**src/rtl/rie_pkg.sv**
```systemverilog
`timescale 1ns / 1ps
// ----------------------------------------------------------------------------
// rie_pkg
// Shared constants, opcodes, controller states and control structs for the
// instruction execute unit.
// ----------------------------------------------------------------------------
package rie_pkg;

    localparam int REG_COUNT = 16;
    localparam int MEM_WORDS = 4096;

    localparam int RIDX_W   = (REG_COUNT > 1) ? $clog2(REG_COUNT) : 1;
    localparam int MIDX_W   = (MEM_WORDS > 1) ? $clog2(MEM_WORDS) : 1;
    localparam bit MEM_POW2 = ((MEM_WORDS & (MEM_WORDS - 1)) == 0);

    localparam int XLEN = 32;

    typedef enum logic [4:0] {
        OP_ADD   = 5'd0,
        OP_SUB   = 5'd1,
        OP_MUL   = 5'd2,
        OP_DIV   = 5'd3,
        OP_AND   = 5'd4,
        OP_OR    = 5'd5,
        OP_XOR   = 5'd6,
        OP_ADDL  = 5'd7,
        OP_SUBL  = 5'd8,
        OP_MOVC  = 5'd9,
        OP_LOAD  = 5'd10,
        OP_STORE = 5'd11,
        OP_LDR   = 5'd12,
        OP_STR   = 5'd13,
        OP_CMP   = 5'd14,
        OP_BZ    = 5'd15,
        OP_BNZ   = 5'd16,
        OP_HALT  = 5'd17
    } op_t;

    typedef enum logic [2:0] {
        ST_CLEAR,
        ST_IDLE,
        ST_READ,
        ST_READ_D,
        ST_EXEC,
        ST_DIV_WAIT,
        ST_MEM,
        ST_FINISH
    } state_t;

    typedef struct packed {
        logic clr_en;
        logic load_in;
        logic rd_en;
        logic rdd_en;
        logic ex_en;
        logic div_start;
        logic mem_en;
        logic fin_en;
    } ctrl_cmd_t;

    typedef struct packed {
        logic clr_done;
        logic div_done;
        logic op_div;
        logic op_mem;
        logic op_str;
        logic mem_by_div;
        logic out_free;
    } dp_status_t;

    // Register index reduced modulo REG_COUNT (value below 16, at most 8 steps)
    function automatic logic [RIDX_W-1:0] rf_index(input logic [3:0] field);
        logic [7:0] v;
        v = {4'd0, field};
        for (int k = 0; k < 8; k++)
        begin
            if (v >= 8'(REG_COUNT))
            begin
                v = v - 8'(REG_COUNT);
            end
        end
        return v[RIDX_W-1:0];
    endfunction

endpackage

```
**src/rtl/rie_controller.sv**
```systemverilog
`timescale 1ns / 1ps
// ----------------------------------------------------------------------------
// rie_controller
// Sequencer for one instruction at a time, plus the store clearing pass.
// ----------------------------------------------------------------------------
module rie_controller (
    input  logic                   clk,
    input  logic                   rst_n,
    input  logic                   in_valid,
    output logic                   in_ready,
    input  rie_pkg::dp_status_t    status,
    output rie_pkg::ctrl_cmd_t     cmd
);

    rie_pkg::state_t state_reg, state_next;

    always_ff @(posedge clk or negedge rst_n)
    begin
        if (!rst_n)
        begin
            state_reg <= rie_pkg::ST_CLEAR;
        end
        else
        begin
            state_reg <= state_next;
        end
    end

    always_comb
    begin
        state_next = state_reg;
        cmd        = '0;
        in_ready   = 1'b0;
        case (state_reg)
            rie_pkg::ST_CLEAR:
            begin
                cmd.clr_en = 1'b1;
                if (status.clr_done)
                begin
                    state_next = rie_pkg::ST_IDLE;
                end
            end
            rie_pkg::ST_IDLE:
            begin
                in_ready = 1'b1;
                if (in_valid)
                begin
                    cmd.load_in = 1'b1;
                    state_next  = rie_pkg::ST_READ;
                end
            end
            rie_pkg::ST_READ:
            begin
                cmd.rd_en  = 1'b1;
                state_next = status.op_str ? rie_pkg::ST_READ_D : rie_pkg::ST_EXEC;
            end
            rie_pkg::ST_READ_D:
            begin
                cmd.rdd_en = 1'b1;
                state_next = rie_pkg::ST_EXEC;
            end
            rie_pkg::ST_EXEC:
            begin
                cmd.ex_en = 1'b1;
                if (status.op_div || (status.op_mem && status.mem_by_div))
                begin
                    cmd.div_start = 1'b1;
                    state_next    = rie_pkg::ST_DIV_WAIT;
                end
                else if (status.op_mem)
                begin
                    state_next = rie_pkg::ST_MEM;
                end
                else
                begin
                    state_next = rie_pkg::ST_FINISH;
                end
            end
            rie_pkg::ST_DIV_WAIT:
            begin
                if (status.div_done)
                begin
                    state_next = status.op_mem ? rie_pkg::ST_MEM : rie_pkg::ST_FINISH;
                end
            end
            rie_pkg::ST_MEM:
            begin
                cmd.mem_en = 1'b1;
                state_next = rie_pkg::ST_FINISH;
            end
            rie_pkg::ST_FINISH:
            begin
                if (status.out_free)
                begin
                    cmd.fin_en = 1'b1;
                    state_next = rie_pkg::ST_IDLE;
                end
            end
            default:
            begin
                state_next = rie_pkg::ST_IDLE;
            end
        endcase
    end

endmodule

```
**config.mk**
```make
export PLATFORM = sky130hd
export DESIGN_NAME = rie_controller
export DESIGN_NICKNAME = d
export VERILOG_FILES = /design/src/rtl/rie_pkg.sv /design/src/rtl/rie_controller.sv
export SDC_FILE = /design/constraint.sdc
export NUM_CORES = 1
export LEC_CHECK = 0
export ABC_AREA = 1
export BUFFER_PORTS_ARGS = -buffer_cell sky130_fd_sc_hd__buf_2
export CORE_AREA = 2 2 39 41
export DETAILED_ROUTE_END_ITERATION = 8
export DIE_AREA = 0 0 41 43
export SLEW_MARGIN = 20
export SYNTH_ARGS = -nofsm -noshare
export SYNTH_HDL_FRONTEND = slang
export SYNTH_SLANG_ARGS = --single-unit
```
**constraint.sdc**
```tcl
create_clock -name clk -period 2.3 [get_ports clk]
set_input_delay 0.46 -clock clk [delete_from_list [all_inputs] [get_ports clk]]
set_output_delay 0.46 -clock clk [all_outputs]
set_load 0.05 [all_outputs]
```
==> flow_summary_export.csv <==
group,metric,value,unit
run_status,outcome,"complete, no violations",
sta,rsz0062_at_grt,"no",
setup_path,critPathArrivalTime,1410,ps
cells_and_area,final_cells,95,
setup_path,r2r_cells,5,
power,p_sw,0.000469,W
power,power.density,1620,mW/mm^2
cells_and_area,drive_gt1_share,41.8,%
global_route,grt_pass1_vias,407,
sta,relSlewSlack,74.9,%
synth,ys_types,20,
power,p_leak,0.304,nW
clock_network,cts_htree_levels,1,
global_route,overflow,0,
cells_and_area,antenna_cells,0,
cells_and_area,n_fill_cell,161,
power,pwr-share-clk,12.0,%
cells_and_area,largest_reg_flops,3,
clock_network,cts_sinks,3,
routing,vias,416,
sta,period_needed,1870,ps
routing,via_per_inst,4.38,
place,place_ws,670,ps
synth,synth_area,354,um^2
clock_network,cts_buffers,3,
floorplanning,core,0.00138,mm^2
floorplanning,start_util,25.6,%
cells_and_area,regArea,75.1,um^2
routing,wirelength,822,um
power,p_comb_share,69.4,%
clock_network,cts-root-buf,"clkbuf_4",
job,maxCapViolations,0,
synth,synth_cells,59,
routing,ant_nets,0,
sta,slew_viol_final,0,
synth,yosys_warnings,0,
routing,wl_per_cell,8.65,um
power,p_int,0.000293,W
synth,avgSynthCellArea,6.00,um^2
floorplanning,fp-row-count,14,
global_route,grt_pass1_wl,1460,um
sta,fin_crit_sh,81.3,%
setup_path,crit_path_max_fanout,9,
clock_network,cts_hold_buf,0,
sta,worst_slew_pin_slew,376,ps
synth,synth_nets,69,
clock_network,cts.clk_slew.worst_paths,40,ps
floorplanning,die_h,43,um
floorplanning,ios,19,
place,hpwl,705,um
global_route,track_usage,11.7,%
global_route,antenna_found_initial,0,
floorplanning,die_area,0.00176,mm^2
power,p_seq_share,18.6,%
place,dp_cells,91,
clock_network,cts_tree,"done",
clock_network,post_cts_buffers,0,
sta,setup_viol_count_final,0,
floorplanning,die_x,41,um
sta,max_freq,535,MHz
clock_network,clk_latency,230,ps
global_route,grt_start_max_net_pins,12,
routing,first_iter_violations,5,
min_path,min_path_type,"in -> async",
place,place.gp.congestion,0.849,
cells_and_area,multiInputGateArea,219,um^2
setup_path,worst_setup_path_end_kind,"output pin",
power,switching_share,61.6,%
sta,worst_slack,431,ps
setup_path,critPathKind,"reg -> out",
setup_path,crit_required,1840,ps
cells_and_area,layout.nets,90,
routing,drc_errors,0,
sta,hold_violations,0,
clock_network,cts_resized,0,
synth,synth.ff_latch_count,3,
clock_network,cts.path.max_buffers,2,
synth,ys_seq_area_share,21.2,%
routing,drtPass1Iterations,4,
sta,tns,0,ps
power,peakVddDrop,0.586,mV
cells_and_area,areaGrowthSynthToFinish,33.2,%
place,place.port_buffers,18,
setup_path,startpoint_type,"flop",
sta,skew,1.43,ps
[final timing paths]
check | start | end | slack (ps)
hold / removal | rst_n | state_reg[0]$_DFFE_PN0P_ | 20
min in group clk | status[0] | state_reg[2]$_DFFE_PN0P_ | 550
max in group asynchronous | rst_n | state_reg[1]$_DFFE_PN0P_ | 2170
setup / recovery | state_reg[0]$_DFFE_PN0P_ | cmd[2] | 430
setup reg to reg | state_reg[2]$_DFFE_PN0P_ | state_reg[2]$_DFFE_PN0P_ | 930
hold reg to reg | state_reg[0]$_DFFE_PN0P_ | state_reg[0]$_DFFE_PN0P_ | 670
[cells in the final DEF, fill, tap and decap left out, drive strengths merged]
master and count:
a21oi 1, and2 1, buf 18, clkbuf 4, dfrtp 3, inv 11
nand2 14, nand3 4, nand3b 1, nand4 2, nor2 13, nor3 2
o21ai 5
[worst max-delay path, cell delays in order, from the launching register on]
cell and delay (ps):
dfrtp_1 460, nor2_2 190, nand2_2 120, nor2_4 140
buf_2 260
[layout make-up]
cell class	count	area share (%)
tap	16	4.24
clock buffer	4	5.57
sequential	3	15.9
multi-input combinational	43	46.4
inverter	11	8.75
timing repair buffer	18	19.1
[power by group through the flow]
stage	clock network [W]	registers [W]	logic (W)
floorplan	0	0.000100	0.000497
global placement	0	0.000142	0.000530
detailed placement	0	0.000144	0.000531
CTS	0.0000952	0.000142	0.000533
global route	0.0000956	0.000155	0.000588
finish	0.0000913	0.000142	0.000529
[cells in the mapped netlist, drive strengths merged]
| cell | number | area [um^2] |
|---|---|---|
| a21oi | 1 | 5.00 |
| o21ai | 5 | 28.8 |
| nor2 | 13 | 66.3 |
| and2 | 1 | 6.26 |
| nand3 | 4 | 25.0 |
| inv | 11 | 41.3 |
| nand4 | 2 | 12.5 |
| nand3b | 1 | 7.51 |
| dfrtp | 3 | 75.1 |
| buf | 2 | 18.8 |
| nor3 | 2 | 10.0 |
| nand2 | 14 | 57.6 |
[through the flow]
stage          total power (W)  cell area (um^2)  hold slack (ps)  util (%)
2_1_floorplan         0.000597               354              164         -
3_3_place_gp          0.000672               445              257      32.2
3_5_place_dp          0.000675               445              259      32.2
4_1_cts               0.000771               472             10.8      34.1
5_1_grt               0.000838               472             23.2      34.1
6_report              0.000762               472             17.3      34.1
[cell families after synthesis]
| logic type | count (synthesis) | synth area share [%] |
|---|---|---|
| flip-flops | 3 | 21.2 |
| AO/OA/AOI/OAI | 6 | 9.54 |
| buffers and inverters | 13 | 17.0 |
| AND/OR/NAND/NOR | 37 | 52.3 |
[per-layer routing]
layer / wire length, um / global-route usage (%) / vias to the layer above / part of all wire (%)
met4: 18 / 9.33 / 0 / 2.2
met5: 0 / 0 / - / 0
met3: 60 / 0.524 / 2 / 7.3
met2: 427 / 18.8 / 12 / 52
met1: 316 / 13.2 / 176 / 38
li1: - / - / 226 / -
Power figures use the tool's default switching activity.
